$ cat src/rtl/ccd_pkg.sv
// Shared types, constants and the character classifier for the cheat code decoder.
// Used by ccd_cell, ccd_decode and cheat_code_decoder_core; depends on nothing else.
package ccd_pkg;

    // Number of buffered characters.
    localparam int CHAR_DEPTH = 11;

    // Code lengths reported with a result.
    localparam logic [3:0] LEN_INVALID = 4'd0;
    localparam logic [3:0] LEN_SUB     = 4'd9;
    localparam logic [3:0] LEN_HEX16   = 4'd11;
    localparam logic [3:0] LEN_HEX8    = 4'd9;

    // Work RAM remapping for the eight-bit hex form.
    localparam logic [23:0] WRAM_BASE     = 24'hFF0000;
    localparam logic [1:0]  WRAM_LIMIT_HI = 2'b11;

    // Special characters.
    localparam logic [7:0] CHAR_DASH  = 8'h2D;
    localparam logic [7:0] CHAR_COLON = 8'h3A;
    localparam logic [7:0] CHAR_ZERO  = 8'h30;
    localparam logic [7:0] CHAR_NINE  = 8'h39;
    localparam logic [7:0] CHAR_UPA   = 8'h41;
    localparam logic [7:0] CHAR_UPF   = 8'h46;
    localparam logic [7:0] HEX_ALPHA_OFFSET = 8'h37;

    // Configuration register index of the mode register.
    localparam logic REG_MODE_IDX = 1'b0;

    // Symbol alphabet of the substitution form.
    localparam logic [7:0] SUB_ALPHABET [32] = '{
        "A", "B", "C", "D", "E", "F", "G", "H", "J", "K", "L", "M", "N", "P", "R", "S",
        "T", "V", "W", "X", "Y", "Z", "0", "1", "2", "3", "4", "5", "6", "7", "8", "9"
    };

    // Per-character classification kept in each cell.
    typedef struct packed {
        logic       sub_ok;
        logic [4:0] sub_idx;
        logic       hex_ok;
        logic [3:0] hex_val;
        logic       is_dash;
        logic       is_colon;
    } char_info_t;

    // Buffer length thresholds, counting the current character.
    typedef struct packed {
        logic ge7;
        logic ge9;
        logic ge11;
    } count_flags_t;

    // One decoded result.
    typedef struct packed {
        logic [15:0] data;
        logic [23:0] address;
        logic [3:0]  code_length;
    } result_t;

    // Classifies one character against both alphabets.
    function automatic char_info_t classify(input logic [7:0] c);
        char_info_t info;
        logic [7:0] diff;
        info = '0;
        diff = '0;
        for (int i = 0; i < 32; i++)
        begin
            if (c == SUB_ALPHABET[i])
            begin
                info.sub_ok  = 1'b1;
                info.sub_idx = 5'(i);
            end
        end
        if (c >= CHAR_ZERO && c <= CHAR_NINE)
        begin
            diff         = c - CHAR_ZERO;
            info.hex_ok  = 1'b1;
            info.hex_val = diff[3:0];
        end
        else if (c >= CHAR_UPA && c <= CHAR_UPF)
        begin
            diff         = c - HEX_ALPHA_OFFSET;
            info.hex_ok  = 1'b1;
            info.hex_val = diff[3:0];
        end
        info.is_dash  = (c == CHAR_DASH);
        info.is_colon = (c == CHAR_COLON);
        return info;
    endfunction

endpackage

$ cat src/rtl/cheat_code_decoder_core.sv
// Cheat code decoder: takes one character per cycle while the skid entry is empty,
// and registers a decoded code into the output stage once the final character is
// accepted. A row of eleven cells shifts the fill state one cell per character,
// and a two-entry output stage absorbs stalls.
// Reset clears the fill state, the mode register and the output stage; stored
// characters are not cleared. Depends on ccd_pkg, ccd_cell and ccd_decode.
module cheat_code_decoder_core (
    input  logic        clk,
    input  logic        rst_n,
    // Character stream.
    input  logic        s_tvalid,
    output logic        s_tready,
    input  logic [7:0]  s_tdata,   // [7:0] ch
    input  logic        s_tlast,   // last_char
    // Result stream.
    output logic        m_tvalid,
    input  logic        m_tready,
    output logic [47:0] m_tdata,   // [3:0] code_length, [27:4] address, [43:28] data, rest 0
    // Configuration port.
    input  logic        psel,
    input  logic        penable,
    input  logic        pwrite,
    input  logic [2:0]  paddr,
    input  logic [31:0] pwdata,
    output logic [31:0] prdata,
    output logic        pready
);

    logic                  s_acc;
    logic                  m_acc;
    ccd_pkg::char_info_t   in_info;
    ccd_pkg::char_info_t   view [ccd_pkg::CHAR_DEPTH];
    logic [ccd_pkg::CHAR_DEPTH-1:0] filled_vec;
    ccd_pkg::count_flags_t flags;
    ccd_pkg::result_t      result;

    logic             mode_reg, mode_next;
    logic             out_valid_reg, out_valid_next;
    logic             skid_valid_reg, skid_valid_next;
    ccd_pkg::result_t out_reg, out_next;
    ccd_pkg::result_t skid_reg, skid_next;

    assign s_acc    = s_tvalid && s_tready;
    assign m_acc    = out_valid_reg && m_tready;
    assign s_tready = !skid_valid_reg;

    // Classify the incoming character once for all cells.
    assign in_info = ccd_pkg::classify(s_tdata);

    // Row of buffer cells; cell zero always has a filled neighbor.
    for (genvar i = 0; i < ccd_pkg::CHAR_DEPTH; i++)
    begin : g_cell
        ccd_cell u_cell (
            .clk         (clk),
            .rst_n       (rst_n),
            .accept      (s_acc),
            .last        (s_tlast),
            .prev_filled ((i == 0) ? 1'b1 : filled_vec[(i == 0) ? 0 : i - 1]),
            .in_info     (in_info),
            .filled      (filled_vec[i]),
            .view        (view[i])
        );
    end

    // Length thresholds including the current character.
    assign flags.ge7  = filled_vec[5];
    assign flags.ge9  = filled_vec[7];
    assign flags.ge11 = filled_vec[9];

    ccd_decode u_decode (
        .view           (view),
        .flags          (flags),
        .eight_bit_mode (mode_reg),
        .result         (result)
    );

    // Mode register write and readback.
    always_comb
    begin
        mode_next = mode_reg;
        if (psel && penable && pwrite && (paddr[2] == ccd_pkg::REG_MODE_IDX))
        begin
            mode_next = pwdata[0];
        end
    end

    assign prdata = (paddr[2] == ccd_pkg::REG_MODE_IDX) ? {31'd0, mode_reg} : 32'd0;
    assign pready = 1'b1;

    // Output register with a skid entry behind it.
    always_comb
    begin
        out_valid_next  = out_valid_reg;
        skid_valid_next = skid_valid_reg;
        out_next        = out_reg;
        skid_next       = skid_reg;
        if (!out_valid_reg || m_acc)
        begin
            if (skid_valid_reg)
            begin
                out_next        = skid_reg;
                out_valid_next  = 1'b1;
                skid_valid_next = 1'b0;
            end
            else if (s_acc && s_tlast)
            begin
                out_next       = result;
                out_valid_next = 1'b1;
            end
            else
            begin
                out_valid_next = 1'b0;
            end
        end
        else if (s_acc && s_tlast)
        begin
            skid_next       = result;
            skid_valid_next = 1'b1;
        end
    end

    always_ff @(posedge clk or negedge rst_n)
    begin
        if (!rst_n)
        begin
            mode_reg       <= 1'b0;
            out_valid_reg  <= 1'b0;
            skid_valid_reg <= 1'b0;
        end
        else
        begin
            mode_reg       <= mode_next;
            out_valid_reg  <= out_valid_next;
            skid_valid_reg <= skid_valid_next;
        end
    end

    always_ff @(posedge clk)
    begin
        out_reg  <= out_next;
        skid_reg <= skid_next;
    end

    assign m_tvalid = out_valid_reg;
    assign m_tdata  = {4'd0, out_reg};

`ifndef SYNTHESIS
    // The fill state is a thermometer: no cell is filled past an empty one.
    a_fill_thermo: assert property (@(posedge clk) disable iff (!rst_n)
        (filled_vec & ~{filled_vec[ccd_pkg::CHAR_DEPTH-2:0], 1'b1}) == '0)
        else $error("fill state is not contiguous");

    // A final character empties the buffer.
    a_clear_on_last: assert property (@(posedge clk) disable iff (!rst_n)
        s_acc && s_tlast |=> filled_vec == '0)
        else $error("buffer not emptied after final character");

    // The skid entry is only occupied behind a full output register.
    a_skid_order: assert property (@(posedge clk) disable iff (!rst_n)
        skid_valid_reg |-> out_valid_reg)
        else $error("skid entry valid with empty output register");

    // Only the defined code lengths leave the block.
    a_len_legal: assert property (@(posedge clk) disable iff (!rst_n)
        m_tvalid |-> (out_reg.code_length == ccd_pkg::LEN_INVALID
                   || out_reg.code_length == ccd_pkg::LEN_SUB
                   || out_reg.code_length == ccd_pkg::LEN_HEX16))
        else $error("illegal code length");
`endif

endmodule

$ cat src/rtl/ccd_cell.sv
// One buffer cell of the cheat code decoder: holds one classified character and
// one bit of the fill thermometer. Depends on ccd_pkg.
module ccd_cell (
    input  logic                clk,
    input  logic                rst_n,
    input  logic                accept,
    input  logic                last,
    input  logic                prev_filled,
    input  ccd_pkg::char_info_t in_info,
    output logic                filled,
    output ccd_pkg::char_info_t view
);

    logic                filled_reg;
    logic                filled_next;
    ccd_pkg::char_info_t info_reg;
    logic                wr_en;

    // This cell is the next free slot when its left neighbor is filled and it is not.
    assign wr_en = accept && prev_filled && !filled_reg;

    // The fill bit shifts in from the left neighbor and clears after a final character.
    always_comb
    begin
        filled_next = filled_reg;
        if (accept)
        begin
            filled_next = last ? 1'b0 : prev_filled;
        end
    end

    always_ff @(posedge clk or negedge rst_n)
    begin
        if (!rst_n)
        begin
            filled_reg <= 1'b0;
        end
        else
        begin
            filled_reg <= filled_next;
        end
    end

    // Character storage needs no reset.
    always_ff @(posedge clk)
    begin
        if (wr_en)
        begin
            info_reg <= in_info;
        end
    end

    // The decoder sees the character being written in this cycle.
    assign view   = wr_en ? in_info : info_reg;
    assign filled = filled_reg;

endmodule

$ cat src/rtl/ccd_decode.sv
// Decoder of the buffered code string into address, data and code length.
// Depends on ccd_pkg.
module ccd_decode (
    input  ccd_pkg::char_info_t   view [ccd_pkg::CHAR_DEPTH],
    input  ccd_pkg::count_flags_t flags,
    input  logic                  eight_bit_mode,
    output ccd_pkg::result_t      result
);

    logic [4:0]  n0, n1, n2, n3, n4, n5, n6, n7;
    logic        sub_sel, sub_ok;
    logic        hex_sel, hex16_ok, hex8_ok;
    logic [23:0] sub_addr;
    logic [15:0] sub_data;
    logic [15:0] hex8_addr;

    // Substitution symbols skip the dash at position four.
    assign n0 = view[0].sub_idx;
    assign n1 = view[1].sub_idx;
    assign n2 = view[2].sub_idx;
    assign n3 = view[3].sub_idx;
    assign n4 = view[5].sub_idx;
    assign n5 = view[6].sub_idx;
    assign n6 = view[7].sub_idx;
    assign n7 = view[8].sub_idx;

    assign sub_sel = flags.ge9 && view[4].is_dash;
    assign sub_ok  = view[0].sub_ok && view[1].sub_ok && view[2].sub_ok && view[3].sub_ok
                  && view[5].sub_ok && view[6].sub_ok && view[7].sub_ok && view[8].sub_ok;

    // Scatter of the symbol bits into address and data.
    assign sub_addr = {n3[3:0], n4[4:1], n1[1:0], n2, n3[4], n6[2:0], n7};
    assign sub_data = {n5[0], n6[4:3], n4[0], n5[4:1], n0, n1[4:2]};

    assign hex_sel  = flags.ge7 && view[6].is_colon;
    assign hex16_ok = flags.ge11
                   && view[0].hex_ok && view[1].hex_ok && view[2].hex_ok
                   && view[3].hex_ok && view[4].hex_ok && view[5].hex_ok
                   && view[7].hex_ok && view[8].hex_ok && view[9].hex_ok
                   && view[10].hex_ok;

    assign hex8_addr = {view[2].hex_val, view[3].hex_val, view[4].hex_val, view[5].hex_val};
    assign hex8_ok   = flags.ge9
                    && view[2].hex_ok && view[3].hex_ok && view[4].hex_ok
                    && view[5].hex_ok && view[7].hex_ok && view[8].hex_ok
                    && (hex8_addr[15:14] == ccd_pkg::WRAM_LIMIT_HI);

    // Form selection; any failed check leaves an all-zero result.
    always_comb
    begin
        result = '0;
        if (sub_sel)
        begin
            if (!eight_bit_mode && sub_ok)
            begin
                result.code_length = ccd_pkg::LEN_SUB;
                result.address     = sub_addr;
                result.data        = sub_data;
            end
        end
        else if (hex_sel)
        begin
            if (!eight_bit_mode)
            begin
                if (hex16_ok)
                begin
                    result.code_length = ccd_pkg::LEN_HEX16;
                    result.address     = {view[0].hex_val, view[1].hex_val,
                                          view[2].hex_val, view[3].hex_val,
                                          view[4].hex_val, view[5].hex_val};
                    result.data        = {view[7].hex_val, view[8].hex_val,
                                          view[9].hex_val, view[10].hex_val};
                end
            end
            else if (hex8_ok)
            begin
                result.code_length = ccd_pkg::LEN_HEX8;
                result.address     = ccd_pkg::WRAM_BASE | {11'd0, hex8_addr[12:0]};
                result.data        = {8'd0, view[7].hex_val, view[8].hex_val};
            end
        end
    end

endmodule
$ cat config.mk
export PLATFORM = sky130hd
export DESIGN_NAME = cheat_code_decoder_core
export DESIGN_NICKNAME = d
export VERILOG_FILES = /design/src/rtl/ccd_pkg.sv /design/src/rtl/cheat_code_decoder_core.sv /design/src/rtl/ccd_cell.sv /design/src/rtl/ccd_decode.sv
export SDC_FILE = /design/constraint.sdc
export NUM_CORES = 1
export LEC_CHECK = 0
export BUFFER_PORTS_ARGS = -buffer_cell sky130_fd_sc_hd__buf_2
export CAP_MARGIN = 20
export CELL_PAD_IN_SITES_DETAIL_PLACEMENT = 2
export CELL_PAD_IN_SITES_GLOBAL_PLACEMENT = 2
export CORE_MARGIN = 4
export CORE_UTILIZATION = 41
export DETAILED_ROUTE_END_ITERATION = 6
export PLACE_DENSITY = 0.76
export SLEW_MARGIN = 15
export SYNTH_ARGS = -nofsm -noshare
export SYNTH_HDL_FRONTEND = slang
export SYNTH_HIERARCHICAL = 1
export SYNTH_SLANG_ARGS = --single-unit
$ cat constraint.sdc
create_clock -name clk -period 6.4 [get_ports clk]
set_input_delay 0.32 -clock clk [delete_from_list [all_inputs] [get_ports clk]]
set_output_delay 0.32 -clock clk [all_outputs]
set_load 0.05 [all_outputs]
==> impl_metrics.csv, run 1 <==
group,metric,value,unit
run_status,status,"completed",
power_and_ir_drop,p_leak,4.67,nW
detailed_routing,drtIter0Drc,308,
final_layout,area_delta_synth_final,11.5,%
run,maxCapViolCount,0,
place,dpl_cell_area,9830,µm²
detailed_routing,drtAntennaViolNets,0,
final_layout,stdcell_area,10500,µm²
timing,final-hold-violation-count,0,
detailed_routing,routedWlPerCell,25.0,µm
final_layout,final_layout_size_suffix_gt1_share,37.0,%
worst_setup_path,crit_type,"input pin to flip-flop",
final_layout,final_util,46.6,%
clock_tree,clk_pin_slew_worst_paths,0.06,ns
floorplan,core-area,22600,µm²
clock_tree,clockBufferDepth,3,
worst_setup_path,end_kind,"flip-flop",
timing,min_period_over_period,71.5,%
timing,finalSetupViolCount,0,
floorplan,die_h,160,µm
floorplan,num_rows,55,
timing,max_freq,219,MHz
final_layout,fin_cells,1050,
clock_tree,clock-sinks,202,
synth,syn-instance-count,688,
clock_tree,tritoncts,"yes",
place,dp_cells,1008,
power_and_ir_drop,power.density,289,nW/µm²
synth,avgSynthCellArea,13.8,µm²
power_and_ir_drop,vdd_drop_max,0.168,mV
floorplan,ios,134,
place,dp_hpwl,16.1,mm
clock_tree,clkLatencyLatePin,0.52,ns
worst_setup_path,crit_required,6.67,ns
global_route,grt_usage,20.0,%
worst_setup_path,path_max_fanout,33,
timing,fin_worst_skew,0.0158,ns
place,globalplace.congestion,0.791,
timing,rsz0062_at_grt,"no",
clock_tree,postCtsSetupRepairBufs,0,
global_route,grt_pass1_vias,6491,
global_route,grt_pass1_wl,40.3,mm
detailed_routing,drc,0,
floorplan,die_area,25600,µm²
timing,min_period,4.57,ns
worst_setup_path,cp-start-kind,"input pin",
final_layout,largest_reg_flops,100,
detailed_routing,drt-total-wl,26.2,mm
detailed_routing,via_count,5779,
detailed_routing,via_per_inst,5.50,
floorplan,start_util,41.8,%
global_route,grt_start_max_net_pins,47,
worst_setup_path,cp.arrival,4.84,ns
synth,yosys_warnings,6,
detailed_routing,first_pass_iters,4,
floorplan,die_x,160,µm
hold_path,hp-class,"input pin to flip-flop",
synth,synth_area,9460,µm²
timing,maxSlewHeadroom,28.4,%
final_layout,finalNetCount,805,
timing,tns,0,ns
clock_tree,hold_buffers,1,
clock_tree,ctsResizeCount,0,
timing,worstMarginPinSlew,1.07,ns
clock_tree,cts_root_buf,"clkbuf_16",
place,portBuffers,64,
final_layout,antennaDiodeCount,0,
clock_tree,htreeDepth,1,
global_route,overflow,0,
global_route,antenna_found_initial,0,
clock_tree,cts_buffers,22,
timing,drv_slew,0,
[placed cells by master (no fill, tap or decap), types with 20 or more instances in the layout]
cell and n:
dfxtp_1 100, mux2_4 90, edfxtp_1 88, buf_2 64, mux2_2 55, conb_1 39
a22o_1 23, nor2_1 22, clkbuf_16 22, nand2_1 20
[path summary, 6_finish.rpt]
path                                                            start                               endpoint  slack, ns  cells past startpoint
worst max-delay path                                       s_tdata[1]                  m_tdata[19]$_DFFE_PP_       1.83                     15
worst min-delay path                                        pwdata[0]                   mode_reg$_DFFE_PN0P_       0.05                      2
worst max register to register             skid_valid_reg$_DFFE_PN0P_                  m_tdata[19]$_DFFE_PP_       2.36                      9
worst min register to register  g_cell[0].u_cell/info_reg[11]$_DFF_P_  g_cell[0].u_cell/info_reg[11]$_DFF_P_       0.47                      1
min in group asynchronous                                       rst_n                   m_tvalid$_DFFE_PN0N_       0.24                      2
max in group asynchronous                                       rst_n             skid_valid_reg$_DFFE_PN0P_       5.88                      2
[routing by layer]
metal	routed length [µm]	global-route usage, %	vias to the layer above	part of all wire (%)
li1	-	-	2602	-
met1	11300	24.9	3009	43
met2	13400	36.1	123	51
met3	897	2.40	45	3.4
met4	643	6.53	0	2.5
met5	0	0	-	0
[where the power goes]
part	internal [mW]	total, mW	switching (mW)
sequential	1.42	1.45	0.0360
combinational	0.114	0.355	0.241
clock	0.709	1.24	0.529
[critical path: stages]
cell and delay [ns]:
buf_2 0.11, inv_1 0.10, ha_1 0.41, or2_2 0.40
a21oi_1 0.15, o22ai_1 0.09, nand2b_1 0.11, nand3_1 0.56
or3b_2 0.80, mux2_2 0.31, and2_0 0.28, and3_1 0.27
buf_4 0.27, a22o_1 0.34, mux2_2 0.28
[metrics by stage]
stage	total power, mW	setup slack [ns]	hold slack [ns]
floorplan	1.76	1.87	0.0244
global placement	1.80	1.53	0.236
detailed placement	1.82	1.42	0.246
CTS	3.07	1.90	0.0293
global route	3.15	1.69	0.0294
finish	3.04	1.83	0.0487
[layout make-up]
type / instances / area [µm²]
clock buffer: 30 / 611
clock inverter: 10 / 81.3
fill: 2185 / 12100
inverter: 20 / 75.1
multi-input combinational: 426 / 4000
sequential: 202 / 5000
tap: 285 / 357
timing repair buffer: 77 / 433
Note: power is estimated with default switching activity, not from simulation.
==> run 2, diff against run 1 <==
Settings changed: ABC_AREA set to 1, CORE_UTILIZATION 41 to 35.
Clock period 6.4 ns to 4.5 ns, I/O delays scaled along.
==> run 2 against run 1 <==
  * Design area increased by 2.2%
  * Clock power increased by 43%
  * Synthesized cell count increased by 70%
  * Critical path depth increased by 6
  * Via count increased by 42%
  * Utilization decreased by 6.8 points
  * Combinational power increased by 50%
  * Setup slack got worse by 0.51 ns
  * Count of clock-buffer cells in the layout increased by 2
  * Non-clock buffer count increased by 14
  * First-iteration DRC count increased by 43%
  * Die area increased by 19%
==> impl_metrics.csv, run 2 <==
group,metric,value,unit
run_status,status,"completed",
detailed_routing,routedWlPerCell,19.5,µm
worst_setup_path,cp_slowest_cell,"nand2_1",
timing,max_freq,314,MHz
floorplan,die_area,30400,µm²
worst_setup_path,worstPathCellList,"buf_2 -> inv_1 -> ha_1 -> inv_1 -> nor3_1 -> a21oi_1 -> nand2_1 -> nand2_1 -> nand2_1 -> nand4_1 -> nand2_1 -> nand2_1 -> nor2_1 -> nand2_1 -> inv_2 -> nand2_1 -> inv_2 -> nand2_1 -> nand2_1 -> nand2_1 -> nand2_1",
timing,worstMarginPinSlew,0.819,ns
global_route,grt_usage,20.3,%
worst_setup_path,crit_required,4.89,ns
clock_tree,clk_pin_slew_worst_paths,0.06,ns
global_route,overflow,0,
final_layout,largest_reg_flops,100,
clock_tree,ctsResizeCount,0,
place,portBuffers,64,
floorplan,ios,134,
worst_setup_path,end_kind,"flip-flop",
worst_setup_path,path_max_fanout,13,
detailed_routing,drc,0,
floorplan,start_util,35.8,%
timing,tns,0,ns
worst_setup_path,cp.arrival,3.57,ns
detailed_routing,drtIter0Drc,439,
power_and_ir_drop,power.density,409,nW/µm²
synth,syn-instance-count,1170,
final_layout,final_util,39.8,%
final_layout,finalNetCount,1261,
worst_setup_path,cpPeakStageDelay,0.42,ns
synth,yosys_warnings,6,
final_layout,layout_commonest_cell,"nand2_1",
worst_setup_path,crit_type,"input pin to flip-flop",
synth,synth_area,9700,µm²
timing,drv_slew,0,
clock_tree,cts_buffers,23,
detailed_routing,drt-total-wl,31.1,mm
run,maxCapViolCount,0,
detailed_routing,via_per_inst,5.15,
timing,finalSetupViolCount,0,
place,dp_hpwl,21.0,mm
timing,min_period_over_period,70.7,%
floorplan,core-area,27100,µm²
detailed_routing,first_pass_iters,5,
clock_tree,tritoncts,"yes",
global_route,grt_pass1_wl,50.0,mm
final_layout,layout_common_cells,"nand2_1, nand4_1, dfxtp_1",
floorplan,die_h,174,µm
clock_tree,htreeDepth,1,
global_route,grt_pass1_vias,9030,
clock_tree,clockBufferDepth,3,
detailed_routing,drtAntennaViolNets,0,
hold_path,hp-class,"input pin to flip-flop",
global_route,grt_start_max_net_pins,53,
floorplan,num_rows,60,
power_and_ir_drop,p_leak,4.85,nW
floorplan,die_x,174,µm
detailed_routing,via_count,8215,
power_and_ir_drop,vdd_drop_max,0.245,mV
worst_setup_path,path_buf_inv,5,
clock_tree,clock-sinks,202,
timing,rsz0062_at_grt,"no",
power_and_ir_drop,power.total,4.41,mW
clock_tree,postCtsSetupRepairBufs,0,
final_layout,area_delta_synth_final,11.2,%
final_layout,final_layout_size_suffix_gt1_share,13.6,%
timing,final-hold-violation-count,0,
final_layout,antennaDiodeCount,0,
place,globalplace.congestion,0.853,
clock_tree,cts_root_buf,"clkbuf_16",
worst_setup_path,cp-start-kind,"input pin",
global_route,antenna_found_initial,0,
timing,maxSlewHeadroom,45.3,%
worst_setup_path,crit_top_cell,"nand2_1",
clock_tree,clkLatencyLatePin,0.52,ns
worst_setup_path,crit_family,"simple AND/OR/NAND/NOR gates",
clock_tree,hold_buffers,3,
timing,fin_worst_skew,0.0306,ns
timing,min_period,3.18,ns
synth,avgSynthCellArea,8.29,µm²
==> run 2: worst min-delay path: cells and delay by family <==
kind,cells,cell delay (ns)
buffers and inverters,2,0.21
AND/OR/NAND/NOR,2,0.14
==> run 2: cell type report <==
| cell class | count | area, µm² |
|---|---|---|
| fill | 3033 | 16300 |
| sequential | 202 | 4990 |
| multi-input combinational | 818 | 3800 |
| clock buffer | 32 | 619 |
| timing repair buffer | 91 | 568 |
| tap | 372 | 465 |
| inverter | 69 | 262 |
| clock inverter | 10 | 75.1 |
==> run 2: where the power goes <==
part | switching (mW) | total, mW | internal (mW)
sequential | 0.0570 | 2.11 | 2.05
combinational | 0.423 | 0.533 | 0.110
clock | 0.753 | 1.77 | 1.02
total | 1.23 | 4.41 | 3.18
==> run 2: metrics by stage <==
stage / instance area, µm² / setup WS [ns] / cells / hold slack (ns)
6_report: 10800 / 1.32 / 1594 / 0.0994
5_1_grt: 10800 / 0.853 / 1594 / 0.136
4_1_cts: 10800 / 1.33 / 1594 / 0.0851
3_5_place_dp: 10100 / 0.789 / 1549 / 0.218
3_3_place_gp: 10100 / 0.930 / 1549 / 0.195
2_1_floorplan: 9840 / 1.12 / 1208 / -0.0706
==> run 2: worst paths after layout <==
path	startpoint	end	slack [ns]	cells past startpoint
setup reg to reg	g_cell[0].u_cell/filled$_DFFE_PN0P_	m_tdata[38]$_DFFE_PP_	1.39	14
max in group asynchronous	rst_n	g_cell[4].u_cell/filled$_DFFE_PN0P_	3.93	2
hold reg to reg	g_cell[1].u_cell/info_reg[3]$_DFF_P_	g_cell[1].u_cell/info_reg[3]$_DFF_P_	0.44	2
hold / removal	m_tready	skid_valid_reg$_DFFE_PN0P_	0.1	4
min in group asynchronous	rst_n	g_cell[8].u_cell/filled$_DFFE_PN0P_	0.20	2
setup / recovery	s_tdata[1]	m_tdata[38]$_DFFE_PP_	1.32	21
==> run 2: per-layer routing <==
| layer | vias to the layer above | share of wire, % | track usage, % |
|---|---|---|---|
| li1 | 3892 | - | - |
| met1 | 4115 | 44 | 26.4 |
| met2 | 165 | 49 | 35.6 |
| met3 | 43 | 4.1 | 2.41 |
| met4 | 0 | 2.3 | 5.47 |
| met5 | - | 0 | 0 |
